File: src/sv/ffge_pkg.sv
// Package for the frame-store fill and glyph engine.
// Screen geometry, derived widths, command codes and shared types.
// No dependencies.
package ffge_pkg;

    localparam int SCREEN_WIDTH  = 320;
    localparam int SCREEN_HEIGHT = 240;
    localparam int DEPTH         = SCREEN_WIDTH * SCREEN_HEIGHT;
    localparam int ADDR_W        = (DEPTH > 1) ? $clog2(DEPTH) : 1;
    localparam int Y_W           = (SCREEN_HEIGHT > 1) ? $clog2(SCREEN_HEIGHT) : 1;

    localparam int GLYPH_MAX = 16;
    localparam int COL_MAX   = (SCREEN_WIDTH > GLYPH_MAX) ? SCREEN_WIDTH : GLYPH_MAX;
    localparam int COL_W     = $clog2(COL_MAX + 1);
    localparam int ROW_W     = $clog2(SCREEN_HEIGHT + 1);

    localparam int CMD_W   = 2;
    localparam int COORD_W = 16;
    localparam int COLOR_W = 16;
    localparam int GW_W    = 5;
    localparam int BYTE_W  = 8;

    localparam logic [GW_W-1:0] GW_RESET = 5'd7;

    typedef enum logic [CMD_W-1:0] {
        CMD_PLOT  = 2'd0,
        CMD_FILL  = 2'd1,
        CMD_GLYPH = 2'd2,
        CMD_READ  = 2'd3
    } t_cmd;

    typedef struct packed {
        logic              en;
        logic [ADDR_W-1:0] addr;
        logic [COLOR_W-1:0] data;
    } t_wr_req;

    typedef struct packed {
        logic              en;
        logic [ADDR_W-1:0] addr;
    } t_rd_req;

    typedef struct packed {
        logic valid;
        logic off_screen;
    } t_res_req;

    function automatic logic [COLOR_W-1:0] swap_bytes(input logic [COLOR_W-1:0] c);
        return {c[BYTE_W-1:0], c[COLOR_W-1:BYTE_W]};
    endfunction

endpackage

File: src/sv/ffge_if.sv
// Stream interfaces for the command and response channels.
// Depends on ffge_pkg for field widths.
interface ffge_cmd_if import ffge_pkg::*; ();
    logic               valid;
    logic               ready;
    logic [CMD_W-1:0]   command;
    logic [COORD_W-1:0] x_pos;
    logic [COORD_W-1:0] y_pos;
    logic [COORD_W-1:0] rect_width;
    logic [COORD_W-1:0] rect_height;
    logic [COLOR_W-1:0] fg_color;
    logic [COLOR_W-1:0] bg_color;
    logic [COLOR_W-1:0] glyph_row_bits;

    modport source (output valid, command, x_pos, y_pos, rect_width, rect_height,
                    fg_color, bg_color, glyph_row_bits, input ready);
    modport sink   (input valid, command, x_pos, y_pos, rect_width, rect_height,
                    fg_color, bg_color, glyph_row_bits, output ready);
endinterface


File: src/sv/ffge_draw.sv
// Command sequencer: clearing pass, coordinate clipping and the pixel walker
// that drives the frame store ports. Depends on ffge_pkg and ffge_if.
module ffge_draw import ffge_pkg::*; (
    input  logic            i_clk,
    input  logic            i_rst_n,
    ffge_cmd_if.sink        i_cmd,
    input  logic            i_cfg_we,
    input  logic [GW_W-1:0] i_cfg_wdata,
    output t_wr_req         o_wr,
    output t_rd_req         o_rd,
    output t_res_req        o_res,
    input  logic            i_res_ack
);

    typedef enum logic [2:0] {
        S_CLEAR, S_IDLE, S_BASE, S_START, S_WALK, S_RDREQ, S_RDWAIT
    } t_state;

    t_state              r_state;
    logic [ADDR_W-1:0]   r_clr_addr;
    logic [GW_W-1:0]     r_gw;
    t_cmd                r_cmd;
    logic [COORD_W-1:0]  r_x;
    logic [COORD_W-1:0]  r_y;
    logic [COORD_W-1:0]  r_w;
    logic [COORD_W-1:0]  r_h;
    logic [COLOR_W-1:0]  r_fg;
    logic [COLOR_W-1:0]  r_bg;
    logic [COLOR_W-1:0]  r_bits;
    logic [ADDR_W-1:0]   r_row_base;
    logic [COL_W-1:0]    r_cols;
    logic [ROW_W-1:0]    r_rows;
    logic [COL_W-1:0]    r_cnt_col;
    logic [ROW_W-1:0]    r_cnt_row;
    logic [ADDR_W-1:0]   r_addr;
    logic [ADDR_W-1:0]   r_skip;
    logic [COORD_W:0]    r_col;
    logic                r_off;

    logic               x_on, y_on;
    logic [COORD_W-1:0] w_room, h_room, w_eff, h_eff;
    logic [GW_W-1:0]    glyph_n;
    logic               col_on;

    assign x_on    = r_x < COORD_W'(SCREEN_WIDTH);
    assign y_on    = r_y < COORD_W'(SCREEN_HEIGHT);
    assign w_room  = COORD_W'(SCREEN_WIDTH) - r_x;
    assign h_room  = COORD_W'(SCREEN_HEIGHT) - r_y;
    assign w_eff   = (r_w > w_room) ? w_room : r_w;
    assign h_eff   = (r_h > h_room) ? h_room : r_h;
    assign glyph_n = (r_gw > GW_W'(GLYPH_MAX)) ? GW_W'(GLYPH_MAX) : r_gw;
    assign col_on  = r_col < (COORD_W + 1)'(SCREEN_WIDTH);

    assign i_cmd.ready = (r_state == S_IDLE);

    always_comb begin
        o_wr.en   = 1'b0;
        o_wr.addr = r_addr;
        o_wr.data = r_fg;
        case (r_state)
            S_CLEAR: begin
                o_wr.en   = 1'b1;
                o_wr.addr = r_clr_addr;
                o_wr.data = '0;
            end
            S_WALK: begin
                o_wr.en = col_on;
                // glyph rows pick background on clear bits, fill and plot always fg
                if (r_cmd == CMD_GLYPH && !r_bits[COLOR_W-1]) begin
                    o_wr.data = r_bg;
                end
            end
            default: ;
        endcase
    end

    assign o_rd.en          = (r_state == S_RDREQ);
    assign o_rd.addr        = r_addr;
    assign o_res.valid      = (r_state == S_RDWAIT);
    assign o_res.off_screen = r_off;

    always_ff @(posedge i_clk) begin
        if (!i_rst_n) begin
            r_state    <= S_CLEAR;
            r_clr_addr <= '0;
            r_gw       <= GW_RESET;
        end else begin
            if (i_cfg_we) begin
                r_gw <= i_cfg_wdata;
            end
            case (r_state)
                S_CLEAR: begin
                    r_clr_addr <= r_clr_addr + 1'b1;
                    if (r_clr_addr == ADDR_W'(DEPTH - 1)) begin
                        r_state <= S_IDLE;
                    end
                end
                S_IDLE: begin
                    if (i_cmd.valid) begin
                        r_cmd   <= t_cmd'(i_cmd.command);
                        r_x     <= i_cmd.x_pos;
                        r_y     <= i_cmd.y_pos;
                        r_w     <= i_cmd.rect_width;
                        r_h     <= i_cmd.rect_height;
                        r_fg    <= swap_bytes(i_cmd.fg_color);
                        r_bg    <= swap_bytes(i_cmd.bg_color);
                        r_bits  <= i_cmd.glyph_row_bits;
                        r_state <= S_BASE;
                    end
                end
                S_BASE: begin
                    r_row_base <= ADDR_W'(r_y[Y_W-1:0]) * ADDR_W'(SCREEN_WIDTH);
                    r_off      <= !(x_on && y_on);
                    case (r_cmd)
                        CMD_PLOT: begin
                            r_cols <= COL_W'(1);
                            r_rows <= (x_on && y_on) ? ROW_W'(1) : '0;
                        end
                        CMD_FILL: begin
                            r_cols <= COL_W'(w_eff);
                            r_rows <= (x_on && y_on) ? ROW_W'(h_eff) : '0;
                        end
                        CMD_GLYPH: begin
                            r_cols <= COL_W'(glyph_n);
                            r_rows <= y_on ? ROW_W'(1) : '0;
                        end
                        default: begin
                            r_cols <= '0;
                            r_rows <= '0;
                        end
                    endcase
                    r_state <= S_START;
                end
                S_START: begin
                    r_addr    <= r_row_base + ADDR_W'(r_x);
                    r_col     <= {1'b0, r_x};
                    r_cnt_col <= r_cols;
                    r_cnt_row <= r_rows;
                    // last pixel of a row to first pixel of the next
                    r_skip    <= ADDR_W'(SCREEN_WIDTH) - ADDR_W'(r_cols) + 1'b1;
                    if (r_cmd == CMD_READ) begin
                        r_state <= r_off ? S_RDWAIT : S_RDREQ;
                    end else if (r_cols == '0 || r_rows == '0) begin
                        r_state <= S_IDLE;
                    end else begin
                        r_state <= S_WALK;
                    end
                end
                S_WALK: begin
                    r_bits <= r_bits << 1;
                    if (r_cnt_col == COL_W'(1)) begin
                        if (r_cnt_row == ROW_W'(1)) begin
                            r_state <= S_IDLE;
                        end else begin
                            r_cnt_row <= r_cnt_row - 1'b1;
                            r_cnt_col <= r_cols;
                            r_addr    <= r_addr + r_skip;
                            r_col     <= {1'b0, r_x};
                        end
                    end else begin
                        r_cnt_col <= r_cnt_col - 1'b1;
                        r_addr    <= r_addr + 1'b1;
                        r_col     <= r_col + 1'b1;
                    end
                end
                S_RDREQ: begin
                    r_state <= S_RDWAIT;
                end
                S_RDWAIT: begin
                    if (i_res_ack) begin
                        r_state <= S_IDLE;
                    end
                end
                default: begin
                    r_state <= S_IDLE;
                end
            endcase
        end
    end

endmodule

File: src/flat_wrapper.sv
// flat-port wrapper written by rule: the top's interface ports become plain ports
module ffge_draw_flat import ffge_pkg::*;
  (i_clk, i_rst_n, i_cfg_we, i_cfg_wdata, o_wr, o_rd, o_res, i_res_ack, i_cmd_valid, i_cmd_command, i_cmd_x_pos, i_cmd_y_pos, i_cmd_rect_width, i_cmd_rect_height, i_cmd_fg_color, i_cmd_bg_color, i_cmd_glyph_row_bits, i_cmd_ready);
  ffge_cmd_if i_cmd_i ();
  input  logic i_clk;
  input  logic i_rst_n;
  input  logic i_cfg_we;
  input  logic [GW_W-1:0] i_cfg_wdata;
  output t_wr_req o_wr;
  output t_rd_req o_rd;
  output t_res_req o_res;
  input  logic i_res_ack;
  input wire logic [$bits(i_cmd_i.valid)-1:0] i_cmd_valid;
  input wire logic [$bits(i_cmd_i.command)-1:0] i_cmd_command;
  input wire logic [$bits(i_cmd_i.x_pos)-1:0] i_cmd_x_pos;
  input wire logic [$bits(i_cmd_i.y_pos)-1:0] i_cmd_y_pos;
  input wire logic [$bits(i_cmd_i.rect_width)-1:0] i_cmd_rect_width;
  input wire logic [$bits(i_cmd_i.rect_height)-1:0] i_cmd_rect_height;
  input wire logic [$bits(i_cmd_i.fg_color)-1:0] i_cmd_fg_color;
  input wire logic [$bits(i_cmd_i.bg_color)-1:0] i_cmd_bg_color;
  input wire logic [$bits(i_cmd_i.glyph_row_bits)-1:0] i_cmd_glyph_row_bits;
  output wire logic [$bits(i_cmd_i.ready)-1:0] i_cmd_ready;
  assign i_cmd_i.valid = i_cmd_valid;
  assign i_cmd_i.command = i_cmd_command;
  assign i_cmd_i.x_pos = i_cmd_x_pos;
  assign i_cmd_i.y_pos = i_cmd_y_pos;
  assign i_cmd_i.rect_width = i_cmd_rect_width;
  assign i_cmd_i.rect_height = i_cmd_rect_height;
  assign i_cmd_i.fg_color = i_cmd_fg_color;
  assign i_cmd_i.bg_color = i_cmd_bg_color;
  assign i_cmd_i.glyph_row_bits = i_cmd_glyph_row_bits;
  assign i_cmd_ready = i_cmd_i.ready;
  ffge_draw u_core (.i_clk(i_clk), .i_rst_n(i_rst_n), .i_cmd(i_cmd_i), .i_cfg_we(i_cfg_we), .i_cfg_wdata(i_cfg_wdata), .o_wr(o_wr), .o_rd(o_rd), .o_res(o_res), .i_res_ack(i_res_ack));
endmodule
File: config.mk
export PLATFORM = sky130hd
export DESIGN_NAME = ffge_draw_flat
export DESIGN_NICKNAME = d
export VERILOG_FILES = /design/src/sv/ffge_pkg.sv /design/src/sv/ffge_if.sv /design/src/sv/ffge_draw.sv /design/src/flat_wrapper.sv
export SDC_FILE = /design/constraint.sdc
export NUM_CORES = 1
export LEC_CHECK = 0
export ABC_AREA = 1
export BUFFER_PORTS_ARGS = -buffer_cell sky130_fd_sc_hd__clkbuf_2
export CORE_MARGIN = 1.5
export CORE_UTILIZATION = 40
export CTS_BUF_LIST = sky130_fd_sc_hd__clkbuf_8
export DETAILED_ROUTE_END_ITERATION = 6
export GPL_TIMING_DRIVEN = 0
export HOLD_SLACK_MARGIN = 0.02
export PLACE_DENSITY_LB_ADDON = 0.1
export SYNTH_ARGS = -nofsm -noshare
export SYNTH_HDL_FRONTEND = slang
export SYNTH_SLANG_ARGS = --single-unit
File: constraint.sdc
create_clock -name i_clk -period 7.6 [get_ports i_clk]
set_input_delay 0.76 -clock i_clk [delete_from_list [all_inputs] [get_ports i_clk]]
set_output_delay 0.76 -clock i_clk [all_outputs]
set_load 0.05 [all_outputs]
==> summary.txt, run 1 <==
Floorplanning
  – Initial Util: between 40% and 50%
  – Area of the core: about 32000 um2
  – Io pins: 179
  – # rows: 66
  – Die area: 34000 um2
  – DIE HEIGHT: between 150 and 200 um
  – Die W: 184 um

Logic synthesis
  – Cell Area, Synth: 13200 um2
  – Seq cells post-synth: around 240
  – Number of enable flip-flop cells after synthesis: 211
  – Yosys warns: 0
  – Cell variety after synth: 47
  – Post-synth top area share: between 40% and 50%
  – Post-Synthesis Cells: around 1400
  – Top_reg_cell synth: edfxtp_1
  – Top cells by count, synth: nand2_1, edfxtp_1, inv_1, nor2_1, o21ai_0
  – Seq/Total Area, Yosys: 52.0%
  – Ys async rst share: 0%
  – Area contributors post-synth: edfxtp_1, nand2_1, ha_1, inv_1, o21ai_0
  – Syn Area/Cell: 9.18 um2
  – Yosys top cell by area: edfxtp_1
  – Top-count cell post-synth: nand2_1
  – Syn nets: roughly 1600

Power and ir drop
  – Comb pwr share: approximately 16%
  – Pint: 2190 uW
  – Sw Share: between 20 and 30%
  – Psw: about 940 uW
  – PD cells: just over 200 nW/um2
  – Power share of the sequential group: 47.8%
  – Clock share of power: between 30% and 40%
  – Max VDD drop: about 0.14 mV
  – Leakage power total: 0.00681 uW

Detailed routing
  – Vias post-DR: around 10000
  – 1st-pass router iterations: 5
  – DR WL/cell: about 15 um
  – DRT antenna net count: 0
  – Final WL: around 33000 um
  – Via/cell ratio: 4.87
  – Drt drc: 0
  – 1st-iter DRT viols: between 500 and 600

Place
  – Hpwl dp: ~25000 um
  – DP Cell Count: around 2000
  – I/O Buffers: 178
  – GPL Wtd Cong: between 0.8 and 0.9

Setup path
  – Max incr delay on CP: approximately 0.45 ns
  – Critical Path End: u_core.r_cols[0]$_DFFE_PP_
  – Critical path arrival: approximately 4.3 ns
  – R2r worst-path depth: 17
  – CP Buf/Inv Count: 1
  – CP delay by family, top: simple AND/OR/NAND/NOR gates
  – Worst EP required: about 7.9 ns
  – Critical Path Source: u_core.r_x[0]$_DFFE_PP_
  – Reg2reg setup slack: about 3.6 ns
  – RR Endpoint: u_core.r_cols[0]$_DFFE_PP_
  – Most used cell, CP: nand2_1
  – Crit. End Element: flop
  – WP depth: 17
  – RR Startpoint: u_core.r_x[0]$_DFFE_PP_
  – Startpoint Class: flop
  – WS Path Type: reg -> reg
  – Crit-path slowest cell: edfxtp_1
  – Crit path cell chain: inv_1 > ha_1 > nand2_1 > nor3_2 > nand4_1 > nand2_1 > nand4_1 > o21ai_0 > o21ai_1 > ha_1 > nand4_1 > nor2_1 > nand4_1 > nand2_1 > nand2_1 > nand3_1 > nand2_1
  – Crit path max fanout: 10

Global route
  – Vias in the first global route: between 10000 and 15000
  – First-pass GRT wire length: 52100 um
  – Grt ovf: 0
  – Initial antenna violation count: 0
  – Largest net degree at the start of global routing: 37
  – Total GRT Usage: 19.8%

Clock network
  – TritonCTS clock tree: done
  – Post-CTS sizing: 0
  – Clock insertion delay at the later pin of the skew report: 0.57 ns
  – Clock Sinks: ~240
  – Clk slew on worst S/H paths: around 0.06 ns
  – CTS buffer count: 44
  – H-tree levels: 2
  – Cts hold-fix bufs: 0
  – CTS Buffer Depth: 3
  – # Post-CTS Setup Buffers: 0
  – Root Buffer: clkbuf_8

Final layout
  – Antenna cells: 0
  – Non-Filler Instances: around 2100
  – Synth-to-layout area growth: 17.8%
  – Share of cells above drive strength 1: about 17%
  – Share of the core filled with cells: a little under half
  – Nets: around 1900

Timing
  – Crit path time final: 3.97 ns
  – Worst slew margin: a little under two fifths
  – RSZ-0062 raised after global routing: false
  – Pins Over Slew Limit: 0
  – Clock skew: between 0.015 and 0.02 ns
  – Worst-Margin Slew: approximately 0.92 ns
  – Period Utilization, post-route: 52.2%
  – Final Hold Viols: 0
  – Final setup TNS: 0 ns
  – Final setup fails: 0
  – Fmax: between 200 and 300 MHz

Min path
  – Hold path start: i_cmd_rect_height[2]
  – HP Class: in -> reg

Run status
  – Status: finished clean

Run
  – Maxcap violations: 0
## power groups by stage
stage	combinational (uW)	clock [uW]	sequential, uW
floorplan	355	0	1520
global placement	499	0	1530
detailed placement	513	0	1520
CTS	515	1170	1500
global route	562	1230	1500
finish	508	1120	1500
## registers in the layout, indices dropped and copies added (netlist names), 9 cells and up
name / cells
u_core.r_clr_addr: 17
u_core.r_x: 16
u_core.r_row_base: 11
u_core.r_col: 17
u_core.r_addr: 17
u_core.r_cols: 9
u_core.r_bits: 16
u_core.r_fg: 16
u_core.r_bg: 16
u_core.r_y: 16
u_core.r_w: 16
u_core.r_h: 16
u_core.r_skip: 17
u_core.r_cnt_col: 9
## metal layers
metal  vias up  share of wire, %  global-route usage [%]
li1       5322                 -                       -
met3        72               5.5                    4.39
met5         -                 0                       0
met4         0               3.4                    8.00
met2       252                46                    32.9
met1      4754                45                    25.1
## cell type report
type                            count  area [um2]
Multi-Input combinational cell    995        5550
Sequential cell                   236        6840
Buffer                             29         143
Inverter                          174         653
Tap cell                          442         553
Fill cell                        3144       16900
Clock inverter                     27         113
Clock buffer                       49         674
Timing Repair Buffer              183         982
## per-stage QoR
step / instance area (um2) / total power (uW) / hold WS (ns) / setup WS [ns]
6_report: 15500 / 3130 / 0.362 / 3.63
5_1_grt: 15500 / 3290 / 0.313 / 3.16
4_1_cts: 15500 / 3180 / 0.306 / 3.62
3_5_place_dp: 14700 / 2040 / 0.457 / 3.65
3_3_place_gp: 14600 / 2030 / 0.448 / -0.418
2_1_floorplan: 13200 / 1870 / 0.429 / 1.87
## how the worst min path moves through the flow
stage,end,slack (ns),cells after the start
6_report,u_core.r_h[2]$_DFFE_PP_,0.36,1
5_1_grt,u_core.r_h[2]$_DFFE_PP_,0.31,1
4_1_cts,u_core.r_y[7]$_DFFE_PP_,0.31,1
3_5_place_dp,u_core.r_gw[2]$_SDFFE_PN1P_,0.46,2
3_3_place_gp,u_core.r_gw[2]$_SDFFE_PN1P_,0.45,2
2_1_floorplan,u_core.r_gw[0]$_SDFFE_PN1P_,0.43,2
## cells by family (layout without fill, tap and decap cells)
kind of cell	count (synthesis)	count (layout)	synth area share [%]
xor+xnor	60	60	4.05
compound gates	231	231	9.29
buf+inv	203	462	6.05
flops	236	236	52.0
fa+ha+maj	84	84	8.16
simple gates	620	620	20.5
## cell usage in the layout, fill, tap and decap left out, drive strengths merged, types with 32 or more instances in the layout
master / synthesis / layout
a21oi: 84 / 84
o21ai: 120 / 120
inv: 174 / 187
nand3: 90 / 90
edfxtp: 211 / 211
xor2: 47 / 47
nor3: 32 / 32
nor2: 139 / 139
clkbuf: 10 / 237
ha: 81 / 81
nand2: 316 / 316
Note: power is estimated with default switching activity, not from simulation.
==> run 2, diff against run 1 <==
==> constraint.sdc (replaced) <==
create_clock -name i_clk -period 3.9 [get_ports i_clk]
set_input_delay 0.39 -clock i_clk [delete_from_list [all_inputs] [get_ports i_clk]]
set_output_delay 0.39 -clock i_clk [all_outputs]
set_load 0.05 [all_outputs]
==> summary.txt, run 2 (same netlist as run 1, synthesis figures left out) <==
Place
  – Placed inst area: 14700 um2 (unchanged)
  – GPL Wtd Cong: 0.861 (-2.1%)
  – Hpwl dp: 25200 um (-1.1%)
  – DP Worst Slack: -0.0638 ns (-3.71 ns)
  – I/O Buffers: 178 (unchanged)
  – DP Cell Count: 2059 (unchanged)

Timing
  – Worst slew margin: 41.0% (+2.6 points)
  – Pins Over Slew Limit: 0 (unchanged)
  – Fmax: 286 MHz (+13%)
  – Crit path time final: 3.50 ns (-0.469 ns)
  – Setup ws final: 0.399 ns (-3.23 ns)
  – Final setup TNS: 0 ns (unchanged)
  – Clock skew: 0.0303 ns (+0.0133 ns)
  – Final setup fails: 0 (unchanged)
  – RSZ-0062 raised after global routing: false
  – Final Hold Viols: 0 (unchanged)
  – Worst-Margin Slew: 0.885 ns (-0.0367 ns)
  – Hold_ws: 0.0789 ns (-0.283 ns)
  – Period Utilization, post-route: 89.8% (+38 points)

Detailed routing
  – DR WL met2: 16000 um (+4.4%)
  – Top sig layer: met4
  – Drt drc: 0 (unchanged)
  – 1st-iter DRT viols: 531 (+0.19%)
  – M1 WL: 15500 um (+4.6%)
  – Via/cell ratio: 4.81 (-1.2%)
  – Met3 routed WL: 1460 um (-20%)
  – DR WL/cell: 15.1 um (-2.5%)
  – Final WL: 33800 um (+2.3%)
  – DRT antenna net count: 0 (unchanged)
  – 1st-pass router iterations: 7 (+2)
  – Vias post-DR: 10781 (+3.7%)

Global route
  – Grt ovf: 0 (unchanged)
  – First-pass GRT wire length: 53000 um (+1.7%)
  – Vias in the first global route: 10569 (+4.5%)
  – Initial antenna violation count: 0 (unchanged)
  – Largest net degree at the start of global routing: 39 (+5.4%)
  – Total GRT Usage: 20.2% (+0.36 points)

Final layout
  – Fill cells: 3059 (-2.7%)
  – Synth-to-layout area growth: 26.1%
  – Nets: 1975 (+5.6%)
  – Commonest non-fill, non-tap cell in the layout: nand2_1
  – Share of cells above drive strength 1: 16.7% (-0.69 points)
  – Antenna cells: 0 (unchanged)
  – Non-Filler Instances: 2241 (+5.0%)
  – Final Cell Area: 16600 um2 (+7.0%)
  – Most frequent cells in the layout: nand2_1, edfxtp_1, inv_1, clkbuf_2, nor2_1

Clock network
  – Clock insertion delay at the later pin of the skew report: 0.58 ns (about the same)
  – H-tree levels: 2 (unchanged)
  – Clk slew on worst S/H paths: 0.06 ns (about the same)
  – CTS Buffer Depth: 3 (unchanged)
  – Root Buffer: clkbuf_8
  – Clock Sinks: 236 (unchanged)
  – CTS buffer count: 44 (unchanged)
  – TritonCTS clock tree: done

Setup path
  – R2r worst-path depth: 17 (unchanged)
  – Startpoint Class: flop
  – RR Startpoint: u_core.r_x[2]$_DFFE_PP_
  – Crit path max fanout: 10 (unchanged)
  – Crit. End Element: flop
  – Critical path arrival: 3.81 ns (-0.46 ns)
  – Reg2reg setup slack: 0.40 ns (-3.23 ns)
  – Worst EP required: 4.21 ns (-3.69 ns)
  – RR Endpoint: u_core.r_cols[0]$_DFFE_PP_
  – WS Path Type: reg -> reg

Run status
  – Status: finished clean

Floorplanning
  – Io pins: 179 (unchanged)
  – Die area: 34000 um2 (unchanged)
  – # rows: 66 (unchanged)
  – Die W: 184 um (unchanged)
  – DIE HEIGHT: 184 um (unchanged)
  – Area of the core: 32500 um2 (unchanged)
  – Initial Util: 40.5% (unchanged)

Min path
  – Hold path start: i_rst_n
  – HP Class: in -> reg
  – Hold Path Sink: u_core.r_clr_addr[4]$_SDFFE_PN0P_
  – Hold depth: 3 (+2)

Power and ir drop
  – Max VDD drop: 0.292 mV (+110%)
  – Leakage power total: 0.00728 uW (+7.0%)
  – PD cells: 376 nW/um2 (+86%)

Run
  – Maxcap violations: 0 (unchanged)
==> run 2: cell types whose count changed in the layout (fill, tap and decap cells not counted), sizes merged <==
cell         previous run  this run
clkbuf                237       239
dlygate4sd3             0       103
buf                    24        25
inv                   187       193
clkinv                 14         8
==> run 2: worst max path at each step <==
stage / startpoint / to / slack (ns)
CTS: u_core.r_x[0]$_DFFE_PP_ / u_core.r_cols[8]$_DFFE_PP_ / 0.14
global placement: i_rst_n / u_core.r_w[2]$_DFFE_PP_ / -1.39
finish: u_core.r_x[2]$_DFFE_PP_ / u_core.r_cols[0]$_DFFE_PP_ / 0.40
detailed placement: u_core.r_x[0]$_DFFE_PP_ / u_core.r_cols[0]$_DFFE_PP_ / -0.06
floorplan: i_rst_n / u_core.r_bg[0]$_DFFE_PP_ / 0.17
global route: u_core.r_x[0]$_DFFE_PP_ / u_core.r_cols[8]$_DFFE_PP_ / 0.05
==> run 2: routing by layer <==
metal  track usage, %  vias up
met3             3.62       56
met4             7.25        0
met2             34.6      226
met5                0        -
met1             25.5     4959
li1                 -     5540
==> run 2: critical path, stage by stage, from the launching register on <==
cell and delay [ns]:
edfxtp_1 0.52, nor3_1 0.33, nand3_1 0.18, nor2_1 0.20
o21ai_1 0.16, a21oi_2 0.27, nand2_1 0.08, nand2_1 0.06
nand2_1 0.05, ha_1 0.31, a21oi_1 0.13, o21ai_0 0.11
nor2_1 0.21, nand2_2 0.18, nand2_2 0.21, nand2_1 0.07
nand3_1 0.07, nand2_1 0.09
==> run 2: repair_timing <==
action                                 in CTS  in global routing
setup buffers                               1                  0
gates resized for setup                     1                  3
setup endpoints to repair                   7                  7
hold buffers                              103                  0
endpoints found under the hold margin     103                  0
pin swaps                                   1                  0
==> run 2: stage by stage <==
stage / power (uW) / utilization (%)
6_report: 6230 / 51.1
4_1_cts: 6310 / 51.1
3_5_place_dp: 3970 / 45.4
3_3_place_gp: 3950 / 45.0
2_1_floorplan: 3650 / -
5_1_grt: 6530 / 51.1
==> run 2: area by class of cell <==
cell class	count	area, um2	share of cell area, %
repair buffers	287	2020	12.2
clock buffers	51	702	4.23
inverters	174	653	3.94
clock inverters	27	113	0.679
plain buffers	29	143	0.860
flip-flops and latches	236	6840	41.2
well taps	442	553	3.33
multi-input cells	995	5570	33.6
==> run 2: power breakdown <==
group / switching [uW] / total [uW] / internal, uW / leakage, uW
Clock: 1050 / 2230 / 1190 / 0.000491
Sequential: 60.2 / 2920 / 2860 / 0.00211
Combinational: 740 / 1080 / 341 / 0.00468
Total: 1850 / 6230 / 4380 / 0.00728
